<file path="config.mk">
export PLATFORM = sky130hd
export DESIGN_NAME = lookup2_string_hash_core_flat
export DESIGN_NICKNAME = d
export VERILOG_FILES = /design/src/hdl/lsh_pkg.sv /design/src/hdl/lsh_if.sv /design/src/hdl/lookup2_string_hash_core.sv /design/src/hdl/lsh_front.sv /design/src/hdl/lsh_queue.sv /design/src/hdl/lsh_back.sv /design/src/flat_wrapper.sv
export SDC_FILE = /design/constraint.sdc
export NUM_CORES = 2
export LEC_CHECK = 0
export BUFFER_PORTS_ARGS = -buffer_cell sky130_fd_sc_hd__buf_2
export CORE_MARGIN = 2
export CORE_UTILIZATION = 30
export DETAILED_ROUTE_END_ITERATION = 10
export GPL_TIMING_DRIVEN = 1
export MAX_ROUTING_LAYER = met4
export PLACE_DENSITY_LB_ADDON = 0.05
export SKIP_LAST_GASP = 1
export SYNTH_ARGS = -nofsm -noshare
export SYNTH_HDL_FRONTEND = slang
export SYNTH_HIERARCHICAL = 1
export SYNTH_SLANG_ARGS = --single-unit
</file>
<file path="constraint.sdc">
create_clock -name clk -period 8.4 [get_ports clk]
set_input_delay 0.42 -clock clk [delete_from_list [all_inputs] [get_ports clk]]
set_output_delay 0.42 -clock clk [all_outputs]
set_load 0.01 [all_outputs]
</file>
<file path="src/hdl/lsh_pkg.sv">
// shared types, constants and functions of the lookup2 string hash core
// no dependencies; imported by every other file of the block
package lsh_pkg;

    localparam int WORD_W      = 32;
    localparam int BYTE_W      = 8;
    localparam int BLOCK_BYTES = 12;
    localparam int FILL_W      = 4;
    localparam int MIX_STEPS   = 9;
    localparam int STEP_W      = 4;
    localparam int SHIFT_W     = 5;

    localparam logic [WORD_W-1:0] GOLDEN_RATIO = 32'h9e37_79b9;

    // one unit of work handed from the front to the back
    typedef struct packed {
        logic              start;   // first job of a key: load the start values
        logic              full;    // words hold a whole block
        logic              close;   // key ends with this job
        logic [WORD_W-1:0] seed;
        logic [WORD_W-1:0] word_a;
        logic [WORD_W-1:0] word_b;
        logic [WORD_W-1:0] word_c;
        logic [WORD_W-1:0] len;
    } lsh_job_t;

    // shift amount of each line of the mix
    function automatic logic [SHIFT_W-1:0] mix_shift(input logic [STEP_W-1:0] step);
        logic [SHIFT_W-1:0] sh;
        unique case (step)
            4'd0:    sh = 5'd13;
            4'd1:    sh = 5'd8;
            4'd2:    sh = 5'd13;
            4'd3:    sh = 5'd12;
            4'd4:    sh = 5'd16;
            4'd5:    sh = 5'd5;
            4'd6:    sh = 5'd3;
            4'd7:    sh = 5'd10;
            4'd8:    sh = 5'd15;
            default: sh = 5'd0;
        endcase
        return sh;
    endfunction

endpackage

</file>
<file path="src/hdl/lsh_if.sv">
// channel interfaces of the lookup2 string hash core: key bytes, hash, config
// depends on lsh_pkg
interface lsh_byte_if;
    import lsh_pkg::*;
    logic              valid;
    logic              ready;
    logic [BYTE_W-1:0] data_byte;
    logic              byte_valid;
    logic              last;
    modport source (output valid, data_byte, byte_valid, last, input ready);
    modport sink   (input valid, data_byte, byte_valid, last, output ready);
endinterface

interface lsh_hash_if;
    import lsh_pkg::*;
    logic              valid;
    logic              ready;
    logic [WORD_W-1:0] hash_value;
    modport source (output valid, hash_value, input ready);
    modport sink   (input valid, hash_value, output ready);
endinterface

interface lsh_cfg_if;
    import lsh_pkg::*;
    logic              valid;
    logic              ready;
    logic [WORD_W-1:0] data;
    modport source (output valid, data, input ready);
    modport sink   (input valid, data, output ready);
endinterface

</file>
<file path="src/hdl/lookup2_string_hash_core.sv">
// top level of the lookup2 string hash core: seed register, front, queue, back
// depends on lsh_pkg, lsh_if, lsh_front, lsh_queue, lsh_back
//
// channel    dir  payload                          moves on
// key_in     in   data_byte, byte_valid, last      valid && ready
// hash_out   out  hash_value                       valid && ready
// cfg        in   data (init_value)                valid && ready
//
// key bytes are taken one per cycle while the job queue has room; the back runs
// the one-line-per-cycle mix unit once per 12-byte block and once more to close a
// key that ends exactly on a block, so a request stalls only when the
// job queue is full. reset returns to no key open, seed 0, output empty.
// the hash waits in an output register and does not block the next key's bytes.
module lookup2_string_hash_core #(
    parameter int QUEUE_DEPTH = 2
) (
    input  logic       clk,
    input  logic       rst_n,
    lsh_byte_if.sink   key_in,
    lsh_hash_if.source hash_out,
    lsh_cfg_if.sink    cfg
);
    import lsh_pkg::*;

    logic [WORD_W-1:0] init_value_reg;
    lsh_job_t          front_job;
    lsh_job_t          back_job;
    logic              front_push;
    logic              queue_ready;
    logic              back_valid;
    logic              back_pop;

    // seed register
    assign cfg.ready = 1'b1;

    always_ff @(posedge clk or negedge rst_n)
    begin
        if (!rst_n)
            init_value_reg <= '0;
        else if (cfg.valid && cfg.ready)
            init_value_reg <= cfg.data;
    end

    lsh_front u_front (
        .clk       (clk),
        .rst_n     (rst_n),
        .key_in    (key_in),
        .seed      (init_value_reg),
        .job       (front_job),
        .job_push  (front_push),
        .job_ready (queue_ready)
    );

    lsh_queue #(
        .DEPTH (QUEUE_DEPTH)
    ) u_queue (
        .clk       (clk),
        .rst_n     (rst_n),
        .in_job    (front_job),
        .in_push   (front_push),
        .in_ready  (queue_ready),
        .out_job   (back_job),
        .out_valid (back_valid),
        .out_pop   (back_pop)
    );

    lsh_back u_back (
        .clk       (clk),
        .rst_n     (rst_n),
        .job       (back_job),
        .job_valid (back_valid),
        .job_pop   (back_pop),
        .hash_out  (hash_out)
    );

endmodule

</file>
<file path="src/hdl/lsh_front.sv">
// front end: takes key bytes, gathers 12-byte blocks, counts length, builds jobs
// depends on lsh_pkg and lsh_byte_if
module lsh_front (
    input  logic                       clk,
    input  logic                       rst_n,
    lsh_byte_if.sink                   key_in,
    input  logic [lsh_pkg::WORD_W-1:0] seed,
    output lsh_pkg::lsh_job_t          job,
    output logic                       job_push,
    input  logic                       job_ready
);
    import lsh_pkg::*;

    logic [BYTE_W-1:0] block_reg [BLOCK_BYTES];
    logic [FILL_W-1:0] fill_reg;
    logic [FILL_W-1:0] fill_next;
    logic [WORD_W-1:0] count_reg;
    logic [WORD_W-1:0] count_next;
    logic              started_reg;
    logic              started_next;
    logic              open_reg;
    logic              open_next;
    logic [WORD_W-1:0] seed_hold_reg;
    logic [WORD_W-1:0] seed_hold_next;

    logic              accept;
    logic              take_byte;
    logic              full;
    logic              close;
    logic [FILL_W-1:0] new_fill;
    logic [WORD_W-1:0] len;
    logic [WORD_W-1:0] key_seed;
    logic [BYTE_W-1:0] lane [BLOCK_BYTES];

    assign key_in.ready = job_ready;
    assign accept       = key_in.valid && key_in.ready;
    assign take_byte    = accept && key_in.byte_valid;
    assign close        = accept && key_in.last;
    assign full         = take_byte && (fill_reg == FILL_W'(BLOCK_BYTES - 1));
    assign new_fill     = fill_reg + FILL_W'(key_in.byte_valid);
    assign len          = count_reg + WORD_W'(key_in.byte_valid);
    assign job_push     = full || close;

    // seed as sampled on the first request of the key
    assign key_seed     = open_reg ? seed_hold_reg : seed;

    // block bytes with the incoming byte merged in, unwritten lanes zeroed
    always_comb
    begin
        for (int i = 0; i < BLOCK_BYTES; i++)
        begin
            if (key_in.byte_valid && (fill_reg == FILL_W'(i)))
                lane[i] = key_in.data_byte;
            else if (FILL_W'(i) < new_fill)
                lane[i] = block_reg[i];
            else
                lane[i] = '0;
        end
    end

    // job words: tail bytes 8..10 sit one byte up in c, with the length added
    always_comb
    begin
        job.start  = !started_reg;
        job.full   = full;
        job.close  = close;
        job.seed   = key_seed;
        job.word_a = {lane[3], lane[2], lane[1], lane[0]};
        job.word_b = {lane[7], lane[6], lane[5], lane[4]};
        job.len    = len;
        if (full)
            job.word_c = {lane[11], lane[10], lane[9], lane[8]};
        else
            job.word_c = {lane[10], lane[9], lane[8], {BYTE_W{1'b0}}} + len;
    end

    // key progress
    always_comb
    begin
        fill_next      = fill_reg;
        count_next     = count_reg;
        started_next   = started_reg;
        open_next      = open_reg;
        seed_hold_next = seed_hold_reg;
        if (close)
        begin
            fill_next    = '0;
            count_next   = '0;
            started_next = 1'b0;
            open_next    = 1'b0;
        end
        else if (take_byte)
        begin
            fill_next      = full ? '0 : new_fill;
            count_next     = len;
            started_next   = started_reg || full;
            open_next      = 1'b1;
            seed_hold_next = key_seed;
        end
    end

    always_ff @(posedge clk or negedge rst_n)
    begin
        if (!rst_n)
        begin
            fill_reg      <= '0;
            count_reg     <= '0;
            started_reg   <= 1'b0;
            open_reg      <= 1'b0;
            seed_hold_reg <= '0;
        end
        else
        begin
            fill_reg      <= fill_next;
            count_reg     <= count_next;
            started_reg   <= started_next;
            open_reg      <= open_next;
            seed_hold_reg <= seed_hold_next;
        end
    end

    // byte lanes, written at the fill position
    always_ff @(posedge clk)
    begin
        if (take_byte)
            block_reg[fill_reg] <= key_in.data_byte;
    end

endmodule

</file>
<file path="src/hdl/lsh_queue.sv">
// short job queue between the front and the back of the hash core
// depends on lsh_pkg
module lsh_queue #(
    parameter int DEPTH = 2
) (
    input  logic              clk,
    input  logic              rst_n,
    input  lsh_pkg::lsh_job_t in_job,
    input  logic              in_push,
    output logic              in_ready,
    output lsh_pkg::lsh_job_t out_job,
    output logic              out_valid,
    input  logic              out_pop
);
    import lsh_pkg::*;

    localparam int PTR_W = (DEPTH > 1) ? $clog2(DEPTH) : 1;
    localparam int CNT_W = $clog2(DEPTH + 1);

    lsh_job_t         slot_reg [DEPTH];
    logic [PTR_W-1:0] wr_ptr_reg;
    logic [PTR_W-1:0] wr_ptr_next;
    logic [PTR_W-1:0] rd_ptr_reg;
    logic [PTR_W-1:0] rd_ptr_next;
    logic [CNT_W-1:0] count_reg;
    logic [CNT_W-1:0] count_next;
    logic             do_push;
    logic             do_pop;

    assign in_ready  = (count_reg != CNT_W'(DEPTH));
    assign out_valid = (count_reg != '0);
    assign out_job   = slot_reg[rd_ptr_reg];
    assign do_push   = in_push && in_ready;
    assign do_pop    = out_pop && out_valid;

    // pointer wrap and occupancy
    always_comb
    begin
        wr_ptr_next = wr_ptr_reg;
        rd_ptr_next = rd_ptr_reg;
        if (do_push)
            wr_ptr_next = (wr_ptr_reg == PTR_W'(DEPTH - 1)) ? '0 : wr_ptr_reg + 1'b1;
        if (do_pop)
            rd_ptr_next = (rd_ptr_reg == PTR_W'(DEPTH - 1)) ? '0 : rd_ptr_reg + 1'b1;
        count_next = count_reg + CNT_W'(do_push) - CNT_W'(do_pop);
    end

    always_ff @(posedge clk or negedge rst_n)
    begin
        if (!rst_n)
        begin
            wr_ptr_reg <= '0;
            rd_ptr_reg <= '0;
            count_reg  <= '0;
        end
        else
        begin
            wr_ptr_reg <= wr_ptr_next;
            rd_ptr_reg <= rd_ptr_next;
            count_reg  <= count_next;
        end
    end

    // storage
    always_ff @(posedge clk)
    begin
        if (do_push)
            slot_reg[wr_ptr_reg] <= in_job;
    end

endmodule

</file>
<file path="src/hdl/lsh_back.sv">
// back end: adds job words into a, b, c and runs the mix one line per cycle
// depends on lsh_pkg and lsh_hash_if
module lsh_back (
    input  logic              clk,
    input  logic              rst_n,
    input  lsh_pkg::lsh_job_t job,
    input  logic              job_valid,
    output logic              job_pop,
    lsh_hash_if.source        hash_out
);
    import lsh_pkg::*;

    typedef enum logic [3:0] {
        ST_IDLE = 4'b0001,
        ST_ADD  = 4'b0010,
        ST_MIX  = 4'b0100,
        ST_FIN  = 4'b1000
    } back_state_t;

    typedef enum logic [1:0] {
        ROLE_A,
        ROLE_B,
        ROLE_C
    } mix_role_t;

    back_state_t       state_reg;
    back_state_t       state_next;
    mix_role_t         role_reg;
    mix_role_t         role_next;
    logic [STEP_W-1:0] step_reg;
    logic [STEP_W-1:0] step_next;
    logic              second_reg;
    logic              second_next;
    lsh_job_t          job_reg;
    logic [WORD_W-1:0] acc_a_reg;
    logic [WORD_W-1:0] acc_b_reg;
    logic [WORD_W-1:0] acc_c_reg;
    logic [WORD_W-1:0] acc_a_next;
    logic [WORD_W-1:0] acc_b_next;
    logic [WORD_W-1:0] acc_c_next;
    logic [WORD_W-1:0] hash_reg;
    logic              out_valid_reg;
    logic              out_valid_next;

    logic [WORD_W-1:0] base_a;
    logic [WORD_W-1:0] base_b;
    logic [WORD_W-1:0] base_c;
    logic [WORD_W-1:0] add_a;
    logic [WORD_W-1:0] add_b;
    logic [WORD_W-1:0] add_c;
    logic [SHIFT_W-1:0] sh;
    logic              emit;
    logic              last_step;

    assign job_pop             = (state_reg == ST_IDLE) && job_valid;
    assign hash_out.valid      = out_valid_reg;
    assign hash_out.hash_value = hash_reg;
    assign sh                  = mix_shift(step_reg);
    assign last_step           = (step_reg == STEP_W'(MIX_STEPS - 1));
    assign emit = (state_reg == ST_FIN) && (!out_valid_reg || hash_out.ready);

    // start values on the first pass of a key, words or length per pass
    always_comb
    begin
        if (job_reg.start && !second_reg)
        begin
            base_a = GOLDEN_RATIO;
            base_b = GOLDEN_RATIO;
            base_c = job_reg.seed;
        end
        else
        begin
            base_a = acc_a_reg;
            base_b = acc_b_reg;
            base_c = acc_c_reg;
        end
        if (second_reg)
        begin
            add_a = '0;
            add_b = '0;
            add_c = job_reg.len;
        end
        else
        begin
            add_a = job_reg.word_a;
            add_b = job_reg.word_b;
            add_c = job_reg.word_c;
        end
    end

    // sequencer and one mix line per cycle
    always_comb
    begin
        state_next  = state_reg;
        role_next   = role_reg;
        step_next   = step_reg;
        second_next = second_reg;
        acc_a_next  = acc_a_reg;
        acc_b_next  = acc_b_reg;
        acc_c_next  = acc_c_reg;
        unique case (state_reg)
            ST_IDLE:
            begin
                second_next = 1'b0;
                if (job_valid)
                    state_next = ST_ADD;
            end
            ST_ADD:
            begin
                acc_a_next = base_a + add_a;
                acc_b_next = base_b + add_b;
                acc_c_next = base_c + add_c;
                step_next  = '0;
                role_next  = ROLE_A;
                state_next = ST_MIX;
            end
            ST_MIX:
            begin
                unique case (role_reg)
                    ROLE_A:
                    begin
                        acc_a_next = (acc_a_reg - acc_b_reg - acc_c_reg) ^ (acc_c_reg >> sh);
                        role_next  = ROLE_B;
                    end
                    ROLE_B:
                    begin
                        acc_b_next = (acc_b_reg - acc_c_reg - acc_a_reg) ^ (acc_a_reg << sh);
                        role_next  = ROLE_C;
                    end
                    ROLE_C:
                    begin
                        acc_c_next = (acc_c_reg - acc_a_reg - acc_b_reg) ^ (acc_b_reg >> sh);
                        role_next  = ROLE_A;
                    end
                    default:
                    begin
                        role_next = ROLE_A;
                    end
                endcase
                step_next = step_reg + 1'b1;
                if (last_step)
                begin
                    if (job_reg.close && job_reg.full && !second_reg)
                    begin
                        second_next = 1'b1;
                        state_next  = ST_ADD;
                    end
                    else if (job_reg.close)
                        state_next = ST_FIN;
                    else
                        state_next = ST_IDLE;
                end
            end
            ST_FIN:
            begin
                if (emit)
                    state_next = ST_IDLE;
            end
            default:
            begin
                state_next = ST_IDLE;
            end
        endcase
    end

    // output register
    always_comb
    begin
        out_valid_next = out_valid_reg;
        if (emit)
            out_valid_next = 1'b1;
        else if (hash_out.ready)
            out_valid_next = 1'b0;
    end

    always_ff @(posedge clk or negedge rst_n)
    begin
        if (!rst_n)
        begin
            state_reg     <= ST_IDLE;
            out_valid_reg <= 1'b0;
            second_reg    <= 1'b0;
        end
        else
        begin
            state_reg     <= state_next;
            out_valid_reg <= out_valid_next;
            second_reg    <= second_next;
        end
    end

    // datapath registers
    always_ff @(posedge clk)
    begin
        role_reg  <= role_next;
        step_reg  <= step_next;
        acc_a_reg <= acc_a_next;
        acc_b_reg <= acc_b_next;
        acc_c_reg <= acc_c_next;
        if (job_pop)
            job_reg <= job;
        if (emit)
            hash_reg <= acc_c_reg;
    end

endmodule
</file>
<file path="src/flat_wrapper.sv">
// flat-port wrapper written by rule: the top's interface ports become plain ports
module lookup2_string_hash_core_flat import lsh_pkg::*;
#(
    parameter int QUEUE_DEPTH = 2
)
  (clk, rst_n, key_in_valid, key_in_data_byte, key_in_byte_valid, key_in_last, key_in_ready, hash_out_valid, hash_out_hash_value, hash_out_ready, cfg_valid, cfg_data, cfg_ready);
  lsh_byte_if key_in_i ();
  lsh_hash_if hash_out_i ();
  lsh_cfg_if cfg_i ();
  input  logic clk;
  input  logic rst_n;
  input wire logic [$bits(key_in_i.valid)-1:0] key_in_valid;
  input wire logic [$bits(key_in_i.data_byte)-1:0] key_in_data_byte;
  input wire logic [$bits(key_in_i.byte_valid)-1:0] key_in_byte_valid;
  input wire logic [$bits(key_in_i.last)-1:0] key_in_last;
  output wire logic [$bits(key_in_i.ready)-1:0] key_in_ready;
  output wire logic [$bits(hash_out_i.valid)-1:0] hash_out_valid;
  output wire logic [$bits(hash_out_i.hash_value)-1:0] hash_out_hash_value;
  input wire logic [$bits(hash_out_i.ready)-1:0] hash_out_ready;
  input wire logic [$bits(cfg_i.valid)-1:0] cfg_valid;
  input wire logic [$bits(cfg_i.data)-1:0] cfg_data;
  output wire logic [$bits(cfg_i.ready)-1:0] cfg_ready;
  assign key_in_i.valid = key_in_valid;
  assign key_in_i.data_byte = key_in_data_byte;
  assign key_in_i.byte_valid = key_in_byte_valid;
  assign key_in_i.last = key_in_last;
  assign key_in_ready = key_in_i.ready;
  assign hash_out_valid = hash_out_i.valid;
  assign hash_out_hash_value = hash_out_i.hash_value;
  assign hash_out_i.ready = hash_out_ready;
  assign cfg_i.valid = cfg_valid;
  assign cfg_i.data = cfg_data;
  assign cfg_ready = cfg_i.ready;
  lookup2_string_hash_core #(.QUEUE_DEPTH(QUEUE_DEPTH)) u_core (.clk(clk), .rst_n(rst_n), .key_in(key_in_i), .hash_out(hash_out_i), .cfg(cfg_i));
endmodule
</file>
==> reports/qor.yml <==
syn_nets: 4880
crit_chain: "nand2b_4 > and2_1 > ha_1 > a21o_1 > a211oi_1 > inv_1 > o2111a_1 > o21ai_0 > a31oi_1 > a211oi_1 > xor2_1 > a21oi_1 > a211oi_1"
arrival_ns: 5.86
min_delay_path_depth: 3
multi_input_area_um2: 25700
critPathSlowestCell: "o21ai_0"
row_count: 152
r2r_cells: 13
avgSynthCellArea_um2: 11.5
worstMarginPinSlew_ns: 1.32
critPathTopFamily: "compound AO/OA/AOI/OAI gates"
grt_use_total_pct: 21.2
hold_viol: 0
final_cell_mix: "edfxtp_1, nand2_1, mux2_2"
endpoint: "u_core/u_back/acc_b_reg[31]"
cts-root-buf: "clkbuf_16"
drv_slew: 0
final_common_cell: "edfxtp_1"
critPathMaxStageDelay_ns: 0.91
grt_pass1_wl_um: 261000
cp_num_cells: 13
hp-start: "key_in_byte_valid"
dr_total_vias: 35600
drt_wl_total_um: 183000
drcViolationCount: 0
fin_cells: 6985
start_util_pct: 30.2
die_y_um: 419
endpoint_kind: "flop"
synth_edf_count: 716
pin_count: 82
synth_seq_cells: 833
grt_max_degree: 139
synthArstFlopShare_pct: 13.4
antenna_found_initial: 5
cts_sinks: 833
startpoint_type: "flop"
fin_worst_skew_ns: 0.0345
largest_reg_flops: 326
path_buf_inv: 1
tns_ns: 0
post-cts-setup-buffers: 0
drt_iter0_drc: 2694
cap_violations: 0
grt_pass1_vias: 35200
synth_cell_type_count: 100
hold_path.class: "in2reg"
clkTransAtPathRegs_ns: 0.06
nNetsFinal: 4956
viasPerCell: 5.10
crit_start: "u_core/u_back/second_reg"
core_area_um2: 172000
drt-pass1-iter-count: 7
grt_overflow: 0
synth_ff_type: "edfxtp_1"
regArea_um2: 24400
relSlewSlack_pct: 11.2
r2r_end: "u_core/u_back/acc_b_reg[31]"
detail_route.wl_per_cell_um: 26.2
criticalPathCategory: "reg2reg"
rsz0062_at_grt: "false"
reg2reg_slack_ns: 3.12
hpwl_um: 139000
tritoncts: "done"
period_needed_ns: 5.28
cp.required_ns: 8.98
r2r_start: "u_core/u_back/second_reg"
place_inst: 6760
fmaxAchievable_mhz: 189
seq_area_frac_synth_pct: 47.2
crit_fanout: 44
syn_to_final_growth_pct: 12.6
io_buffer_count: 80
dieWidth_um: 419
status: "complete, no violations"
drive_above_1_share_pct: 16.1
finalCritPeriodShare_pct: 62.9
yosysWarnings: 6
clockBufferDepth: 3
die-area_um2: 176000
fill_cells: 17400
finalSetupViolCount: 0
synth_area_um2: 51700
synth_cells: 4511
crit_top_cell: "a211oi_1"
final_antenna_net_count: 0
numCtsBuffers: 101
htreeDepth: 3
clk_latency_ns: 0.75
finalWeightedCongestion: 0.914
[final cells by class]
class | instances | area share, %
antenna | 2 | 0.00859
clock buffer | 124 | 4.52
multi-input combinational | 3300 | 44.1
clock inverter | 65 | 1.11
inverter | 169 | 1.09
tap | 2310 | 4.96
sequential | 833 | 41.9
timing repair buffer | 182 | 2.24
[per-stage QoR]
| stage | area [um^2] | hold WS, ns | setup slack [ns] | utilization [%] |
|---|---|---|---|---|
| 6_report | 58300 | 0.133 | 3.12 | 34.0 |
| 5_1_grt | 58300 | 0.169 | 2.65 | 34.0 |
| 4_1_cts | 58300 | 0.0949 | 3.11 | 34.0 |
| 3_5_place_dp | 54600 | 0.490 | 3.04 | 31.8 |
| 3_3_place_gp | 54600 | 0.484 | 3.11 | 31.8 |
| 2_1_floorplan | 51700 | 0.124 | 1.91 | - |
[metal layers]
metal	GRT usage, %	share of wire, %	vias to the layer above
li1	-	-	16800
met1	28.6	47	17900
met2	33.1	46	719
met3	2.79	3.9	210
met4	6.41	3.3	0
met5	-	0	-
[kinds of logic (layout without fill, tap and decap cells)]
kind of cell	Yosys count	count (layout)	share of synthesized area, %
buf+inv	378	540	3.27
flops	833	833	47.2
compound gates	1050	1050	13.2
fa+ha+maj	322	322	9.19
other cells	1	3	0.00725
mux	482	482	11.5
simple gates	1124	1124	10.2
xor+xnor	321	321	5.45
[synth_stat cells, types with 10 or more instances]
| cell type | number | share of area, % |
|---|---|---|
| edfxtp_1 | 716 | 42 |
| nand2_1 | 433 | 3.1 |
| mux2_2 | 319 | 6.9 |
| a21oi_1 | 283 | 2.7 |
| nor2_1 | 271 | 2.0 |
| o21ai_0 | 238 | 2.3 |
| ha_1 | 225 | 5.4 |
| xnor2_1 | 223 | 3.8 |
| inv_1 | 168 | 1.2 |
| clkbuf_1 | 120 | 0.87 |
| a21o_1 | 111 | 1.6 |
| dfrtp_1 | 111 | 5.4 |
| fa_1 | 97 | 3.8 |
| xor2_1 | 97 | 1.6 |
| nor2b_1 | 92 | 1.1 |
| mux2i_1 | 85 | 1.6 |
| a22o_1 | 82 | 1.4 |
| nand3_1 | 61 | 0.59 |
| nor3_1 | 49 | 0.47 |
| mux4_2 | 48 | 2.1 |
| a211oi_1 | 47 | 0.68 |
| and2_1 | 47 | 0.57 |
| and3_1 | 41 | 0.50 |
| a31oi_1 | 35 | 0.42 |
| o21a_1 | 34 | 0.49 |
| nand2b_1 | 32 | 0.39 |
| buf_1 | 31 | 0.22 |
| o211ai_1 | 31 | 0.45 |
| mux2_4 | 30 | 0.87 |
| o31ai_1 | 30 | 0.44 |
| nand4_1 | 23 | 0.28 |
| o22ai_1 | 23 | 0.28 |
| buf_2 | 21 | 0.20 |
| buf_6 | 19 | 0.41 |
| o21bai_1 | 19 | 0.28 |
| buf_4 | 14 | 0.20 |
| nor4_1 | 14 | 0.17 |
| or3_1 | 13 | 0.16 |
| a21boi_0 | 10 | 0.15 |
[worst min path at each step]
stage / slack (ns) / endpoint
after CTS: 0.09 / u_core/u_front/open_reg
after detailed placement: 0.49 / u_core/u_front/seed_hold_reg[26]
after floorplan: 0.12 / u_core/init_value_reg[0]
after global routing: 0.17 / u_core/u_front/open_reg
after global placement: 0.48 / u_core/u_front/seed_hold_reg[13]
final: 0.13 / u_core/u_front/open_reg
[repair_timing]
item | 4_1_cts | 5_1_grt
hold buffers | 34 | 0
endpoints found under the hold margin | 87 | 0
gates resized for setup | 0 | 0
[worst min-delay path, delay by kind of cell]
| kind | cells | cell delay, ns |
|---|---|---|
| buffers and inverters | 1 | 0.20 |
| AO/OA/AOI/OAI | 1 | 0.16 |
| AND/OR/NAND/NOR | 1 | 0.04 |
Power is left out: the tool's default activity adds up to more than one toggle a clock period on the data nets, which glitch-free logic cannot reach.
